File: config.mk
export PLATFORM = sky130hd
export DESIGN_NAME = elgamal_sign_and_verify
export DESIGN_NICKNAME = d
export VERILOG_FILES = /design/src/sv/esv_pkg.sv /design/src/sv/esv_modunit.sv /design/src/sv/elgamal_sign_and_verify.sv
export SDC_FILE = /design/constraint.sdc
export NUM_CORES = 2
export LEC_CHECK = 0
export ABC_AREA = 1
export BUFFER_PORTS_ARGS = -buffer_cell sky130_fd_sc_hd__buf_2
export CAP_MARGIN = 20
export CORE_AREA = 2 2 266 268
export DETAILED_ROUTE_END_ITERATION = 12
export DIE_AREA = 0 0 268 270
export MAX_ROUTING_LAYER = met4
export PLACE_DENSITY = 0.86
export SLEW_MARGIN = 20
export SYNTH_ARGS = -nofsm -noshare
export SYNTH_HDL_FRONTEND = slang
export SYNTH_SLANG_ARGS = --single-unit
File: constraint.sdc
create_clock -name clk -period 9.3 [get_ports clk]
set_clock_uncertainty 0.1 [all_clocks]
set_input_delay 0.93 -clock clk [delete_from_list [all_inputs] [get_ports clk]]
set_output_delay 0.93 -clock clk [all_outputs]
set_load 0.1 [all_outputs]
File: src/sv/esv_pkg.sv
package esv_pkg;

    // Operand width of the modular datapath
    localparam int W = 16;
    localparam int CNT_BITS = $clog2(W + 1);

    // Store for the distinct prime factors of p-1
    localparam int FAC_DEPTH = 8;
    localparam int FAC_IDX_BITS = $clog2(FAC_DEPTH);
    localparam int NF_BITS = FAC_IDX_BITS + 1;

    // Result status codes
    localparam logic [1:0] STAT_OK      = 2'd0;
    localparam logic [1:0] STAT_NO_ROOT = 2'd1;
    localparam logic [1:0] STAT_NO_INV  = 2'd2;

    // Configuration register indexes
    localparam logic REG_MODULUS = 1'b0;
    localparam logic REG_PRIVKEY = 1'b1;

    typedef enum logic {
        OP_DIV,
        OP_MULMOD
    } esv_op_t;

    typedef struct packed {
        logic           start;
        esv_op_t        op;
        logic [W-1:0]   a;
        logic [W-1:0]   b;
        logic [W-1:0]   n;
    } esv_req_t;

    typedef struct packed {
        logic           busy;
        logic           done;
        logic [W-1:0]   quot;
        logic [W-1:0]   rem;
    } esv_rsp_t;

    typedef enum logic [4:0] {
        ST_IDLE,
        ST_PCHK,
        ST_PWAIT,
        ST_FCHK,
        ST_FWAIT,
        ST_RA,
        ST_RK,
        ST_RDIV,
        ST_RTEST,
        ST_GOT_E2,
        ST_GOT_S1,
        ST_RWAIT,
        ST_INV,
        ST_DM0,
        ST_DM1,
        ST_CAL,
        ST_S2,
        ST_GOT_V1,
        ST_GOT_V2A,
        ST_GOT_V2B,
        ST_VWAIT,
        ST_POW,
        ST_PMUL,
        ST_PSQ,
        ST_FINISH
    } esv_state_t;

endpackage

File: src/sv/esv_modunit.sv
// Shared modular unit, one operand bit per cycle, MSB first.
// OP_DIV:    b / n, giving quotient and remainder (restoring division).
// OP_MULMOD: (a * b) mod n, with a already below n.
module esv_modunit (
    input  logic              clk,
    input  logic              rst_n,
    input  esv_pkg::esv_req_t req,
    output esv_pkg::esv_rsp_t rsp
);

    logic                          busy_reg, busy_next;
    logic                          done_reg, done_next;
    logic [esv_pkg::CNT_BITS-1:0]  cnt_reg, cnt_next;
    esv_pkg::esv_op_t              op_reg, op_next;
    logic [esv_pkg::W-1:0]         a_reg, a_next;
    logic [esv_pkg::W-1:0]         n_reg, n_next;
    logic [esv_pkg::W-1:0]         sh_reg, sh_next;
    logic [esv_pkg::W-1:0]         acc_reg, acc_next;
    logic [esv_pkg::W-1:0]         quot_reg, quot_next;

    logic [esv_pkg::W+1:0]         addend;
    logic [esv_pkg::W+1:0]         t0, t1, t2;
    logic [esv_pkg::W+1:0]         n_ext;
    logic                          qbit;

    // Shift in one bit and reduce by at most two subtractions
    always_comb
    begin
        n_ext = {2'b00, n_reg};
        if (op_reg == esv_pkg::OP_DIV)
        begin
            addend = {{(esv_pkg::W+1){1'b0}}, sh_reg[esv_pkg::W-1]};
        end
        else
        begin
            addend = sh_reg[esv_pkg::W-1] ? {2'b00, a_reg} : '0;
        end
        t0   = {1'b0, acc_reg, 1'b0} + addend;
        qbit = (t0 >= n_ext);
        t1   = qbit ? (t0 - n_ext) : t0;
        t2   = (t1 >= n_ext) ? (t1 - n_ext) : t1;
    end

    // Load on request, then step until the count runs out
    always_comb
    begin
        busy_next = busy_reg;
        done_next = 1'b0;
        cnt_next  = cnt_reg;
        op_next   = op_reg;
        a_next    = a_reg;
        n_next    = n_reg;
        sh_next   = sh_reg;
        acc_next  = acc_reg;
        quot_next = quot_reg;
        if (busy_reg)
        begin
            acc_next  = t2[esv_pkg::W-1:0];
            quot_next = {quot_reg[esv_pkg::W-2:0], qbit};
            sh_next   = {sh_reg[esv_pkg::W-2:0], 1'b0};
            cnt_next  = cnt_reg - 1'b1;
            if (cnt_reg == esv_pkg::CNT_BITS'(1))
            begin
                busy_next = 1'b0;
                done_next = 1'b1;
            end
        end
        else if (req.start)
        begin
            busy_next = 1'b1;
            cnt_next  = esv_pkg::CNT_BITS'(esv_pkg::W);
            op_next   = req.op;
            a_next    = req.a;
            n_next    = req.n;
            sh_next   = req.b;
            acc_next  = '0;
            quot_next = '0;
        end
    end

    always_ff @(posedge clk or negedge rst_n)
    begin
        if (!rst_n)
        begin
            busy_reg <= 1'b0;
            done_reg <= 1'b0;
            cnt_reg  <= '0;
        end
        else
        begin
            busy_reg <= busy_next;
            done_reg <= done_next;
            cnt_reg  <= cnt_next;
        end
    end

    always_ff @(posedge clk)
    begin
        op_reg   <= op_next;
        a_reg    <= a_next;
        n_reg    <= n_next;
        sh_reg   <= sh_next;
        acc_reg  <= acc_next;
        quot_reg <= quot_next;
    end

    assign rsp.busy = busy_reg;
    assign rsp.done = done_reg;
    assign rsp.quot = quot_reg;
    assign rsp.rem  = acc_reg;

endmodule

File: src/sv/elgamal_sign_and_verify.sv
// Channel   Ports                                         Direction  Handshake
// config    psel penable pwrite paddr pwdata prdata pready in/out    APB, pready tied high
// command   start message_value nonce_value busy          in         start while busy low
// result    done generator public_key sig_first            out        done for one cycle
//           sig_second verified status
//
// One item is a long sequence: every modular multiply or divide runs through the shared
// unit, and the primality and factor trial divisions, the root search (one exponentiation
// per prime factor of p-1 and candidate) and five further exponentiations are sequenced
// through it; the inverse search over candidates up to p-1 does not use the unit.
// Reset (rst_n low, asynchronous) loads p = 3119 and d = 127 and idles the sequencer.
// busy stays high from acceptance through the done cycle; results cannot be stalled.
module elgamal_sign_and_verify (
    input  logic        clk,
    input  logic        rst_n,
    input  logic        psel,
    input  logic        penable,
    input  logic        pwrite,
    input  logic [2:0]  paddr,
    input  logic [31:0] pwdata,
    output logic [31:0] prdata,
    output logic        pready,
    input  logic        start,
    output logic        busy,
    input  logic [15:0] message_value,
    input  logic [15:0] nonce_value,
    output logic        done,
    output logic [15:0] generator,
    output logic [15:0] public_key,
    output logic [15:0] sig_first,
    output logic [15:0] sig_second,
    output logic        verified,
    output logic [1:0]  status
);

    localparam int W = esv_pkg::W;

    esv_pkg::esv_state_t state_reg, state_next;
    esv_pkg::esv_state_t ret_reg, ret_next;

    logic [W-1:0] p_cfg_reg, d_cfg_reg;
    logic [W-1:0] m_reg, m_next, r_reg, r_next;
    logic [W-1:0] q_reg, q_next, rest_reg, rest_next;
    logic         first_reg, first_next;
    logic [W-1:0] fac_reg [esv_pkg::FAC_DEPTH];
    logic [W-1:0] fac_wdata;
    logic         fac_we;
    logic [esv_pkg::NF_BITS-1:0] nf_reg, nf_next, k_reg, k_next;
    logic [W-1:0] a_reg, a_next;
    logic [W-1:0] e1_reg, e1_next, e2_reg, e2_next, s1_reg, s1_next, s2_reg, s2_next;
    logic         ver_reg, ver_next;
    logic [1:0]   stat_reg, stat_next;
    logic [W-1:0] rn_reg, rn_next, inv_reg, inv_next, prod_reg, prod_next;
    logic [W-1:0] tmp_reg, tmp_next, v1_reg, v1_next, v2a_reg, v2a_next;
    logic [W-1:0] pw_base_reg, pw_base_next, pw_exp_reg, pw_exp_next;
    logic [W-1:0] pw_acc_reg, pw_acc_next;

    esv_pkg::esv_req_t req;
    esv_pkg::esv_rsp_t rsp;

    logic            accept;
    logic            cfg_wr;
    logic [W-1:0]    nm1;
    logic [2*W-1:0]  q_sq;
    logic            q_sq_gt_p, q_sq_gt_rest;
    logic [W:0]      prod_sum, cal_w;
    logic [W-1:0]    prod_add, cal;
    logic [W-1:0]    fac_k;

    esv_modunit u_modunit (
        .clk   (clk),
        .rst_n (rst_n),
        .req   (req),
        .rsp   (rsp)
    );

    // Configuration port
    assign cfg_wr = psel & penable & pwrite & pready;
    assign pready = 1'b1;
    assign prdata = (paddr[2] == esv_pkg::REG_MODULUS) ? {16'd0, p_cfg_reg} : {16'd0, d_cfg_reg};

    always_ff @(posedge clk or negedge rst_n)
    begin
        if (!rst_n)
        begin
            p_cfg_reg <= 16'd3119;
            d_cfg_reg <= 16'd127;
        end
        else if (cfg_wr)
        begin
            if (paddr[2] == esv_pkg::REG_MODULUS)
            begin
                p_cfg_reg <= pwdata[15:0];
            end
            else
            begin
                d_cfg_reg <= pwdata[15:0];
            end
        end
    end

    // Shared helper terms
    assign accept       = start & ~busy;
    assign nm1          = p_cfg_reg - 1'b1;
    assign q_sq         = {{W{1'b0}}, q_reg} * {{W{1'b0}}, q_reg};
    assign q_sq_gt_p    = q_sq > {{W{1'b0}}, p_cfg_reg};
    assign q_sq_gt_rest = q_sq > {{W{1'b0}}, rest_reg};
    assign prod_sum     = {1'b0, prod_reg} + {1'b0, rn_reg};
    assign prod_add     = (prod_sum >= {1'b0, nm1}) ? W'(prod_sum - {1'b0, nm1})
                                                     : prod_sum[W-1:0];
    assign cal_w        = (rsp.rem >= tmp_reg) ? ({1'b0, rsp.rem} - {1'b0, tmp_reg})
                                               : ({1'b0, rsp.rem} + {1'b0, nm1} - {1'b0, tmp_reg});
    assign cal          = cal_w[W-1:0];
    assign fac_k        = fac_reg[k_reg[esv_pkg::FAC_IDX_BITS-1:0]];

    // Next state
    always_comb
    begin
        state_next = state_reg;
        unique case (state_reg)
            esv_pkg::ST_IDLE:    if (accept) state_next = esv_pkg::ST_PCHK;
            esv_pkg::ST_PCHK:
            begin
                if (p_cfg_reg < 16'd3)  state_next = esv_pkg::ST_FINISH;
                else if (q_sq_gt_p)     state_next = esv_pkg::ST_FCHK;
                else                    state_next = esv_pkg::ST_PWAIT;
            end
            esv_pkg::ST_PWAIT:
                if (rsp.done) state_next = (rsp.rem == '0) ? esv_pkg::ST_FINISH : esv_pkg::ST_PCHK;
            esv_pkg::ST_FCHK:
                state_next = q_sq_gt_rest ? esv_pkg::ST_RA : esv_pkg::ST_FWAIT;
            esv_pkg::ST_FWAIT:
                if (rsp.done && rsp.rem != '0) state_next = esv_pkg::ST_FCHK;
            esv_pkg::ST_RA:
                state_next = (a_reg >= p_cfg_reg) ? esv_pkg::ST_FINISH : esv_pkg::ST_RK;
            esv_pkg::ST_RK:
                state_next = (k_reg == nf_reg) ? esv_pkg::ST_POW : esv_pkg::ST_RDIV;
            esv_pkg::ST_RDIV:    if (rsp.done) state_next = esv_pkg::ST_POW;
            esv_pkg::ST_RTEST:
                state_next = (pw_acc_reg == W'(1)) ? esv_pkg::ST_RA : esv_pkg::ST_RK;
            esv_pkg::ST_GOT_E2:  state_next = esv_pkg::ST_POW;
            esv_pkg::ST_GOT_S1:  state_next = esv_pkg::ST_RWAIT;
            esv_pkg::ST_RWAIT:   if (rsp.done) state_next = esv_pkg::ST_INV;
            esv_pkg::ST_INV:
            begin
                if (prod_reg == W'(1))  state_next = esv_pkg::ST_DM0;
                else if (inv_reg == nm1) state_next = esv_pkg::ST_FINISH;
            end
            esv_pkg::ST_DM0:     if (rsp.done) state_next = esv_pkg::ST_DM1;
            esv_pkg::ST_DM1:     if (rsp.done) state_next = esv_pkg::ST_CAL;
            esv_pkg::ST_CAL:     if (rsp.done) state_next = esv_pkg::ST_S2;
            esv_pkg::ST_S2:      if (rsp.done) state_next = esv_pkg::ST_POW;
            esv_pkg::ST_GOT_V1:  state_next = esv_pkg::ST_POW;
            esv_pkg::ST_GOT_V2A: state_next = esv_pkg::ST_POW;
            esv_pkg::ST_GOT_V2B: state_next = esv_pkg::ST_VWAIT;
            esv_pkg::ST_VWAIT:   if (rsp.done) state_next = esv_pkg::ST_FINISH;
            esv_pkg::ST_POW:
            begin
                if (pw_exp_reg == '0)   state_next = ret_reg;
                else if (pw_exp_reg[0]) state_next = esv_pkg::ST_PMUL;
                else                    state_next = esv_pkg::ST_PSQ;
            end
            esv_pkg::ST_PMUL:    if (rsp.done) state_next = esv_pkg::ST_PSQ;
            esv_pkg::ST_PSQ:     if (rsp.done) state_next = esv_pkg::ST_POW;
            esv_pkg::ST_FINISH:  state_next = esv_pkg::ST_IDLE;
            default:             state_next = esv_pkg::ST_IDLE;
        endcase
    end

    // Datapath updates and unit requests
    always_comb
    begin
        ret_next     = ret_reg;
        m_next       = m_reg;
        r_next       = r_reg;
        q_next       = q_reg;
        rest_next    = rest_reg;
        first_next   = first_reg;
        fac_we       = 1'b0;
        fac_wdata    = q_reg;
        nf_next      = nf_reg;
        k_next       = k_reg;
        a_next       = a_reg;
        e1_next      = e1_reg;
        e2_next      = e2_reg;
        s1_next      = s1_reg;
        s2_next      = s2_reg;
        ver_next     = ver_reg;
        stat_next    = stat_reg;
        rn_next      = rn_reg;
        inv_next     = inv_reg;
        prod_next    = prod_reg;
        tmp_next     = tmp_reg;
        v1_next      = v1_reg;
        v2a_next     = v2a_reg;
        pw_base_next = pw_base_reg;
        pw_exp_next  = pw_exp_reg;
        pw_acc_next  = pw_acc_reg;
        req.start    = 1'b0;
        req.op       = esv_pkg::OP_DIV;
        req.a        = '0;
        req.b        = '0;
        req.n        = p_cfg_reg;

        unique case (state_reg)
            esv_pkg::ST_IDLE:
            begin
                if (accept)
                begin
                    m_next    = message_value;
                    r_next    = nonce_value;
                    q_next    = W'(2);
                    e1_next   = '0;
                    e2_next   = '0;
                    s1_next   = '0;
                    s2_next   = '0;
                    ver_next  = 1'b0;
                    stat_next = esv_pkg::STAT_OK;
                end
            end
            // Trial division for primality
            esv_pkg::ST_PCHK:
            begin
                if (p_cfg_reg < 16'd3)
                begin
                    stat_next = esv_pkg::STAT_NO_ROOT;
                end
                else if (q_sq_gt_p)
                begin
                    rest_next = nm1;
                    q_next    = W'(2);
                    nf_next   = '0;
                end
                else
                begin
                    req.start = 1'b1;
                    req.b     = p_cfg_reg;
                    req.n     = q_reg;
                end
            end
            esv_pkg::ST_PWAIT:
            begin
                if (rsp.done)
                begin
                    if (rsp.rem == '0) stat_next = esv_pkg::STAT_NO_ROOT;
                    else               q_next = q_reg + 1'b1;
                end
            end
            // Factor p-1 into its distinct primes
            esv_pkg::ST_FCHK:
            begin
                if (q_sq_gt_rest)
                begin
                    if (rest_reg > W'(1))
                    begin
                        fac_we    = 1'b1;
                        fac_wdata = rest_reg;
                        nf_next   = nf_reg + 1'b1;
                    end
                    a_next = W'(2);
                end
                else
                begin
                    req.start  = 1'b1;
                    req.b      = rest_reg;
                    req.n      = q_reg;
                    first_next = 1'b1;
                end
            end
            esv_pkg::ST_FWAIT:
            begin
                if (rsp.done)
                begin
                    if (rsp.rem == '0)
                    begin
                        if (first_reg)
                        begin
                            fac_we  = 1'b1;
                            nf_next = nf_reg + 1'b1;
                        end
                        first_next = 1'b0;
                        rest_next  = rsp.quot;
                        req.start  = 1'b1;
                        req.b      = rsp.quot;
                        req.n      = q_reg;
                    end
                    else
                    begin
                        q_next = q_reg + 1'b1;
                    end
                end
            end
            // Primitive root search
            esv_pkg::ST_RA:
            begin
                if (a_reg >= p_cfg_reg) stat_next = esv_pkg::STAT_NO_ROOT;
                else                    k_next = '0;
            end
            esv_pkg::ST_RK:
            begin
                if (k_reg == nf_reg)
                begin
                    e1_next      = a_reg;
                    pw_base_next = a_reg;
                    pw_exp_next  = d_cfg_reg;
                    pw_acc_next  = W'(1);
                    ret_next     = esv_pkg::ST_GOT_E2;
                end
                else
                begin
                    req.start = 1'b1;
                    req.b     = nm1;
                    req.n     = fac_k;
                end
            end
            esv_pkg::ST_RDIV:
            begin
                if (rsp.done)
                begin
                    pw_base_next = a_reg;
                    pw_exp_next  = rsp.quot;
                    pw_acc_next  = W'(1);
                    ret_next     = esv_pkg::ST_RTEST;
                end
            end
            esv_pkg::ST_RTEST:
            begin
                if (pw_acc_reg == W'(1)) a_next = a_reg + 1'b1;
                else                     k_next = k_reg + 1'b1;
            end
            // Key and first signature part
            esv_pkg::ST_GOT_E2:
            begin
                e2_next      = pw_acc_reg;
                pw_base_next = e1_reg;
                pw_exp_next  = r_reg;
                pw_acc_next  = W'(1);
                ret_next     = esv_pkg::ST_GOT_S1;
            end
            esv_pkg::ST_GOT_S1:
            begin
                s1_next   = pw_acc_reg;
                req.start = 1'b1;
                req.b     = r_reg;
                req.n     = nm1;
            end
            // Linear search for the nonce inverse
            esv_pkg::ST_RWAIT:
            begin
                if (rsp.done)
                begin
                    rn_next   = rsp.rem;
                    inv_next  = W'(1);
                    prod_next = rsp.rem;
                end
            end
            esv_pkg::ST_INV:
            begin
                if (prod_reg == W'(1))
                begin
                    req.start = 1'b1;
                    req.b     = s1_reg;
                    req.n     = nm1;
                end
                else if (inv_reg == nm1)
                begin
                    stat_next = esv_pkg::STAT_NO_INV;
                end
                else
                begin
                    inv_next  = inv_reg + 1'b1;
                    prod_next = prod_add;
                end
            end
            // Second signature part
            esv_pkg::ST_DM0:
            begin
                if (rsp.done)
                begin
                    req.start = 1'b1;
                    req.op    = esv_pkg::OP_MULMOD;
                    req.a     = rsp.rem;
                    req.b     = d_cfg_reg;
                    req.n     = nm1;
                end
            end
            esv_pkg::ST_DM1:
            begin
                if (rsp.done)
                begin
                    tmp_next  = rsp.rem;
                    req.start = 1'b1;
                    req.b     = m_reg;
                    req.n     = nm1;
                end
            end
            esv_pkg::ST_CAL:
            begin
                if (rsp.done)
                begin
                    req.start = 1'b1;
                    req.op    = esv_pkg::OP_MULMOD;
                    req.a     = cal;
                    req.b     = inv_reg;
                    req.n     = nm1;
                end
            end
            esv_pkg::ST_S2:
            begin
                if (rsp.done)
                begin
                    s2_next      = rsp.rem;
                    pw_base_next = e1_reg;
                    pw_exp_next  = m_reg;
                    pw_acc_next  = W'(1);
                    ret_next     = esv_pkg::ST_GOT_V1;
                end
            end
            // Verification
            esv_pkg::ST_GOT_V1:
            begin
                v1_next      = pw_acc_reg;
                pw_base_next = e2_reg;
                pw_exp_next  = s1_reg;
                pw_acc_next  = W'(1);
                ret_next     = esv_pkg::ST_GOT_V2A;
            end
            esv_pkg::ST_GOT_V2A:
            begin
                v2a_next     = pw_acc_reg;
                pw_base_next = s1_reg;
                pw_exp_next  = s2_reg;
                pw_acc_next  = W'(1);
                ret_next     = esv_pkg::ST_GOT_V2B;
            end
            esv_pkg::ST_GOT_V2B:
            begin
                req.start = 1'b1;
                req.op    = esv_pkg::OP_MULMOD;
                req.a     = v2a_reg;
                req.b     = pw_acc_reg;
            end
            esv_pkg::ST_VWAIT:
            begin
                if (rsp.done) ver_next = (rsp.rem == v1_reg);
            end
            // Square-and-multiply, LSB first
            esv_pkg::ST_POW:
            begin
                if (pw_exp_reg != '0)
                begin
                    req.start = 1'b1;
                    req.op    = esv_pkg::OP_MULMOD;
                    req.a     = pw_exp_reg[0] ? pw_acc_reg : pw_base_reg;
                    req.b     = pw_base_reg;
                end
            end
            esv_pkg::ST_PMUL:
            begin
                if (rsp.done)
                begin
                    pw_acc_next = rsp.rem;
                    req.start   = 1'b1;
                    req.op      = esv_pkg::OP_MULMOD;
                    req.a       = pw_base_reg;
                    req.b       = pw_base_reg;
                end
            end
            esv_pkg::ST_PSQ:
            begin
                if (rsp.done)
                begin
                    pw_base_next = rsp.rem;
                    pw_exp_next  = {1'b0, pw_exp_reg[W-1:1]};
                end
            end
            esv_pkg::ST_FINISH:
            begin
                stat_next = stat_reg;
            end
            default:
            begin
                stat_next = stat_reg;
            end
        endcase
    end

    always_ff @(posedge clk or negedge rst_n)
    begin
        if (!rst_n)
        begin
            state_reg <= esv_pkg::ST_IDLE;
            ret_reg   <= esv_pkg::ST_IDLE;
        end
        else
        begin
            state_reg <= state_next;
            ret_reg   <= ret_next;
        end
    end

    // Factor store
    always_ff @(posedge clk)
    begin
        if (fac_we)
        begin
            fac_reg[nf_reg[esv_pkg::FAC_IDX_BITS-1:0]] <= fac_wdata;
        end
    end

    always_ff @(posedge clk)
    begin
        m_reg       <= m_next;
        r_reg       <= r_next;
        q_reg       <= q_next;
        rest_reg    <= rest_next;
        first_reg   <= first_next;
        nf_reg      <= nf_next;
        k_reg       <= k_next;
        a_reg       <= a_next;
        e1_reg      <= e1_next;
        e2_reg      <= e2_next;
        s1_reg      <= s1_next;
        s2_reg      <= s2_next;
        ver_reg     <= ver_next;
        stat_reg    <= stat_next;
        rn_reg      <= rn_next;
        inv_reg     <= inv_next;
        prod_reg    <= prod_next;
        tmp_reg     <= tmp_next;
        v1_reg      <= v1_next;
        v2a_reg     <= v2a_next;
        pw_base_reg <= pw_base_next;
        pw_exp_reg  <= pw_exp_next;
        pw_acc_reg  <= pw_acc_next;
    end

    // Outputs
    assign busy       = (state_reg != esv_pkg::ST_IDLE);
    assign done       = (state_reg == esv_pkg::ST_FINISH);
    assign generator  = e1_reg;
    assign public_key = e2_reg;
    assign sig_first  = s1_reg;
    assign sig_second = s2_reg;
    assign verified   = ver_reg;
    assign status     = stat_reg;

    // Checks
    a_accept_busy: assert property (@(posedge clk) disable iff (!rst_n)
        accept |=> busy)
        else $error("accepted item did not raise busy");

    a_unit_free: assert property (@(posedge clk) disable iff (!rst_n)
        req.start |-> !rsp.busy)
        else $error("unit request while unit busy");

    a_done_idle_unit: assert property (@(posedge clk) disable iff (!rst_n)
        done |-> !rsp.busy)
        else $error("result issued while unit still running");

    a_noroot_zero: assert property (@(posedge clk) disable iff (!rst_n)
        (done && status == esv_pkg::STAT_NO_ROOT) |-> (generator == '0 && verified == 1'b0))
        else $error("no-root result carries data");

endmodule
Word-level counts from Yosys, hierarchy flattened
Memories as Yosys holds them, arrays and structs flattened. A register that Yosys moved wholly into a read port is not among the register bits.
Index checks and enable logic that the tools add are counted.
{ "word_totals": {"ff_bits": 430, "mem_bits_rw": 128, "input_bits": 73, "out_inout_bits": 102, "elab_cells": 332, "mem_count": 1} }
{ "mem_list": {"columns": ["name", "depth", "width", "read_ports", "rd_clocked_by_memory_dff", "wr", "line_no", "text"], "rows": [
  ["fac_reg", 8, 16, 1, 1, 1, "elgamal_sign_and_verify.sv:45", "logic [W-1:0] fac_reg [esv_pkg::FAC_DEPTH];"]
]} }
{ "op_classes": {"add_sub_neg": 15, "mul": 1, "order_cmp": 9, "eq_ne": 65, "n_mux": 146, "bitwise_logic": 6, "n_reduce_logical": 52} }
{ "op_table": {"columns": ["operator", "n"], "rows": [
  ["$mux 16", 40],
  ["$mux 32", 8],
  ["$pmux 16 s2", 8],
  ["$pmux 16 s7", 2],
  ["$pmux 16 s12", 1],
  ["$pmux 16 s9", 1],
  ["$mux 5", 22],
  ["$mux 50", 2],
  ["$pmux 5 s20", 1],
  ["$pmux 17 s5", 1],
  ["$mux 34", 2],
  ["$gt 32x16->1", 2],
  ["$pmux 16 s4", 1],
  ["$sub 16x16->16", 4],
  ["$add 16x1->16 const B", 3],
  ["$pmux 16 s3", 1],
  ["$eq 5x5->1 const B", 9],
  ["$eq 5x4->1 const B", 8],
  ["$ne 2x2->1 const B", 20],
  ["$ge 18x16->1", 2],
  ["$mux 18", 2],
  ["$mux 4", 9],
  ["$eq 16x1->1 const B", 2],
  ["$eq 16x16->1", 2],
  ["48 further kinds", 141]
]} }

Longest topological paths before layout
{ "depth": {"ltp_word": 8, "mapped_depth": 42, "ltp_nobuf": 39} }

Hierarchy
Synthesis repeated with hierarchy kept, for this count alone.
{ "unflattened": {"hier_cells": 5114, "area_unflattened_um2": 42937.4} }
{ "by_module_without_submodules": {"columns": ["mod", "instances", "cells_each", "area_each_um2", "seq_area_each_um2"], "rows": [
  ["elgamal_sign_and_verify", 1, 4340, 36608.9, 13955.9],
  ["esv_modunit", 1, 774, 6328.6, 2597.5]
]} }

Worst setup path after synthesis
Ideal clock, no wire load.
{ "synth_timing": {"kind": "flip-flop to flip-flop", "from": "register q_reg[9]", "to": "register u_modunit.acc_reg[0] (netlist name), enable pin", "arrival_time_ps": 7581, "required_ps": 8391, "setup_slack_ps": 810, "stages_incl_launch_ff": 31, "n_path_buf": 2, "period_less_slack_ps": 8490, "path_cell_list": "edfxtp_1 > clkbuf_1 > clkbuf_1 > nand2_1 > inv_1 > fa_1 > inv_1 > fa_1 > inv_1 > fa_1 > inv_1 > fa_1 > inv_1 > fa_1 > inv_1 > fa_1 > inv_1 > ha_1 > nand2_2 > inv_1 > a21oi_1 > nand3_2 > xor2_1 > ha_1 > nand4_1 > inv_1 > nand4_1 > a31oi_1 > o21ai_0 > nand4_2 > nand4_1"} }
{ "synth_between": {"elab_chain_len": 6, "word_cells_on_any_way": 8, "classes_between": "1 x mul; 2 x order compare; 4 x mux; 1 x reduce/logical"} }
{ "synth_lines": {"columns": ["item", "line_no", "text"], "rows": [
  ["start, declared", "elgamal_sign_and_verify.sv:43", "logic [W-1:0] q_reg, q_next, rest_reg, rest_next;"],
  ["start signal, assigned", "elgamal_sign_and_verify.sv:515", "q_reg <= q_next;"],
  ["$mul 16x16->32 (*)", "elgamal_sign_and_verify.sv:105", "assign q_sq = {{W{1'b0}}, q_reg} * {{W{1'b0}}, q_reg};"],
  ["$gt 32x16->1", "elgamal_sign_and_verify.sv:106", "assign q_sq_gt_p = q_sq > {{W{1'b0}}, p_cfg_reg};"],
  ["$mux 1", "elgamal_sign_and_verify.sv:228", "else if (q_sq_gt_p)"],
  ["$mux 1", "elgamal_sign_and_verify.sv:224", "if (p_cfg_reg < 16'd3)"],
  ["$pmux 1 s11 (*)", "elgamal_sign_and_verify.sv:205", "unique case (state_reg)"],
  ["$reduce_bool 2->1 (no source line) (*)", null, null],
  ["end signal, assigned", "esv_modunit.sv:103", "acc_reg <= acc_next;"],
  ["end, declared", "esv_modunit.sv:18", "logic [esv_pkg::W-1:0] acc_reg, acc_next;"]
]} }
Every way passes the cells marked *; elsewhere a longest branch is shown, timed or not.
A chain may end at the register's enable or synchronous reset.

Worst setup path in the final report
{ "layout_timing": {"from": "register q_reg[11]", "to": "memory fac_reg[5][8], data pin"} }
{ "layout_between": {"elab_chain_len": 4} }
{ "layout_lines": {"columns": ["item", "line_no", "text"], "rows": [
  ["$mul 16x16->32", "elgamal_sign_and_verify.sv:105", null],
  ["$gt 32x16->1", "elgamal_sign_and_verify.sv:107", "assign q_sq_gt_rest = q_sq > {{W{1'b0}}, rest_reg};"],
  ["$mux 16", "elgamal_sign_and_verify.sv:252", "if (q_sq_gt_rest)"],
  ["$mux 16", "elgamal_sign_and_verify.sv:205", null],
  ["named net fac_wdata[8]", "elgamal_sign_and_verify.sv:46", "logic [W-1:0] fac_wdata;"],
  ["end, declared", "elgamal_sign_and_verify.sv:45", null]
]} }
The timed path passes the listed nets, and every way through them passes these cells.

==> flow_metrics.py <==
metrics = {
    "outcome": {
        "outcome": "completed",
    },
    "logic_synthesis": {
        "ys_types": 67,
        "synth.top_cells.by_area": "edfxtp_1 36%, nand2_1 9.6%, fa_1 8.8%",
        "synth_compound_area_share_pct": 12.2,
        "ys_seq_elements": 560,
        "synthAdderAreaFrac_pct": 16.7,
        "synth_top_family_by_area": "simple AND/OR/NAND/NOR gates",
        "muxShareOfSynthArea_pct": 0.0805,
        "synth_area_leader_cell": "edfxtp_1",
        "synth-xor-area-share_pct": 3.00,
        "yosysSeqAreaShare_pct": 39.4,
        "synth.top_cell.area_share_pct": 36.3,
        "netlist_area_mm2": 0.0420,
        "yosys.area_share.simple_pct": 19.0,
        "synth_edf_count": 508,
        "synth-main-ff-cell": "edfxtp_1",
        "synth_area_per_cell_um2": 8.47,
        "ys_async_sr_fraction_pct": 8.57,
        "syn_inst": 4953,
        "yosys_warnings": 0,
    },
    "cells_and_area": {
        "syn_to_final_growth_pct": 9.21,
        "layout.cells.most_common": "nand2_1",
        "drive_above_1_share_pct": 8.74,
        "largest_reg_flops": 128,
        "layout.nets": 5596,
        "layout_common_cells": "1075 x nand2_1, 819 x inv_1, 508 x edfxtp_1",
        "fillers": 5641,
    },
    "floorplanning": {
        "start_util_pct": 60.4,
        "io_pins": 175,
        "core_area_mm2": 0.0695,
        "rows": 97,
        "die_area_mm2": 0.0724,
        "die_w_um": 268,
        "die_h_um": 270,
    },
    "setup_path": {
        "reg2reg_depth": 28,
        "crit_slowest_cell": "edfxtp_1",
        "start_kind": "register",
        "critPathKind": "reg -> reg",
        "cp.required_ns": 9.57,
        "cpPeakStageDelay_ns": 0.90,
        "cp.arrival_ns": 8.86,
        "crit_top_cell": "fa_1",
        "worst-path-max-fanout": 20,
        "end_kind": "register",
    },
    "sta": {
        "period_share_pct": 92.3,
        "report.final.slew_viol_count": 0,
        "max_slew_margin_pct": 27.1,
        "fin_crit_ns": 8.58,
        "setup_tns_ns": 0,
        "fmax_mhz": 117,
        "rsz0062_at_grt": "false",
        "tightest_slew_ns": 1.09,
        "setup_viol": 0,
        "hold_viol_final": 0,
    },
    "route": {
        "post_drt_wl_per_cell_um": 25.8,
        "drt-initial-drc-count": 5956,
        "drt-pass1-iter-count": 6,
        "vias": 37400,
        "wl_um": 156000,
        "drc": 0,
        "postRouteAntennaNets": 0,
        "via_per_inst": 6.16,
    },
    "grt": {
        "grt_use_met3_pct": 14.8,
        "antenna_found_initial": 3,
        "busiest_layer": "met2",
        "grt_overflow_total": 0,
        "grt_pass1_wl_um": 228000,
        "grt_pass1_vias": 35800,
        "grt_max_degree": 66,
        "use_met2_pct": 62.9,
        "met1_usage_pct": 56.1,
        "grt_usage_pct": 44.5,
    },
    "placement": {
        "port_buffers": 139,
        "routabilityCongestion": 1.08,
        "post-dp-hpwl_um": 120000,
    },
    "clock_tree": {
        "cts.sinks": 560,
        "root_buffer": "clkbuf_16",
        "path_clk_slew_ns": 0.07,
        "post_cts_buffers": 0,
        "htreeDepth": 2,
        "clk_path_buf_depth": 3,
        "clkLatencyLatePin_ns": 0.69,
        "cts.repair.resized": 0,
        "hold_buffers": 0,
        "cts_made_buffers": 61,
        "cts_tree": "done",
    },
    "worst_hold_path": {
        "hold_path_class": "in -> reg",
        "hold_path_depth": 1,
    },
    "run": {
        "maxCapViolations": 0,
    },
}
synth_stat cells (all sizes together) (3+ instances only):
| master | n |
|---|---|
| nand2 | 1088 |
| inv | 842 |
| edfxtp | 508 |
| nor2 | 478 |
| o21ai | 347 |
| ha | 266 |
| a21oi | 230 |
| fa | 184 |
| nand3 | 180 |
| clkbuf | 113 |
| o22ai | 91 |
| xor2 | 84 |
| buf | 60 |
| xnor2 | 58 |
| nand4 | 53 |
| o221ai | 47 |
| nor3 | 45 |
| a221oi | 41 |
| dfrtp | 34 |
| nor4 | 28 |
| o211ai | 23 |
| o2111ai | 22 |
| a31oi | 14 |
| dfstp | 14 |
| or2 | 12 |
| clkinv | 11 |
| o21bai | 10 |
| a211oi | 8 |
| o21a | 8 |
| a2111oi | 6 |
| and2 | 6 |
| a21boi | 5 |
| a22oi | 5 |
| dfxtp | 4 |
| nor3b | 4 |
| o31ai | 4 |
| mux2 | 3 |
| nand3b | 3 |
final timing paths:
check,from,endpoint,slack [ns]
worst max-delay path,q_reg[11],fac_reg[5][8],0.72
worst min-delay path,nonce_value[12],r_reg[12],0.31
min in group asynchronous,rst_n,u_modunit.done_reg,0.32
worst min register to register,u_modunit.sh_reg[0],u_modunit.sh_reg[0],0.36
max in group asynchronous,rst_n,p_cfg_reg[4],8.26
worst max register to register,q_reg[11],fac_reg[5][8],0.72
through the flow:
step / hold WS [ns] / std cells / area (µm²) / worst slack, ns / util, %
floorplan: 0.326 / 4968 / 42000 / 0.810 / -
global placement: 0.340 / 5950 / 43700 / 0.924 / 62.9
detailed placement: 0.342 / 5950 / 43700 / 0.835 / 62.9
CTS: 0.308 / 6065 / 45800 / 0.820 / 65.9
global route: 0.317 / 6068 / 45800 / 0.239 / 65.9
finish: 0.315 / 6071 / 45800 / 0.716 / 65.9
metal layers:
metal  vias up  part of all wire, %  wire length [µm]
met5         -                    0                 0
met4         0                  7.0             10900
met3       551                   14             22400
met2      2669                   42             65200
met1     17500                   37             57900
li1      16700                    -                 -
logic make-up (layout without fill, tap and decap cells):
logic type      after synthesis  count (layout)
compound gates              868             868
mux                           3               3
xor+xnor                    142             142
other cells                   2              23
flops                       560             560
simple gates               1902            1902
fa+ha+maj                   450             450
buf+inv                    1026            1183
critical path, delay by kind of cell (launching register included):
| kind | cells | cell delay (ns) |
|---|---|---|
| adder cells (fa/ha/maj) | 8 | 3.76 |
| AND/OR/NAND/NOR | 9 | 1.79 |
| flip-flops | 1 | 0.90 |
| AO/OA/AOI/OAI | 4 | 0.86 |
| buffers and inverters | 6 | 0.69 |
| XOR/XNOR | 1 | 0.21 |
final cells by class:
cell class,count,area (µm²),area share (%)
clock buffer,75,1610,3.51
sequential,560,16600,36.1
multi-input combinational,3382,21500,47.0
timing repair buffer,215,1270,2.76
antenna,6,15.0,0.0328
tap,940,1180,2.57
clock inverter,40,490,1.07
inverter,853,3200,6.99
Power is left out: the tool's default activity adds up to more than one toggle a clock period on the data nets, which glitch-free logic cannot reach.
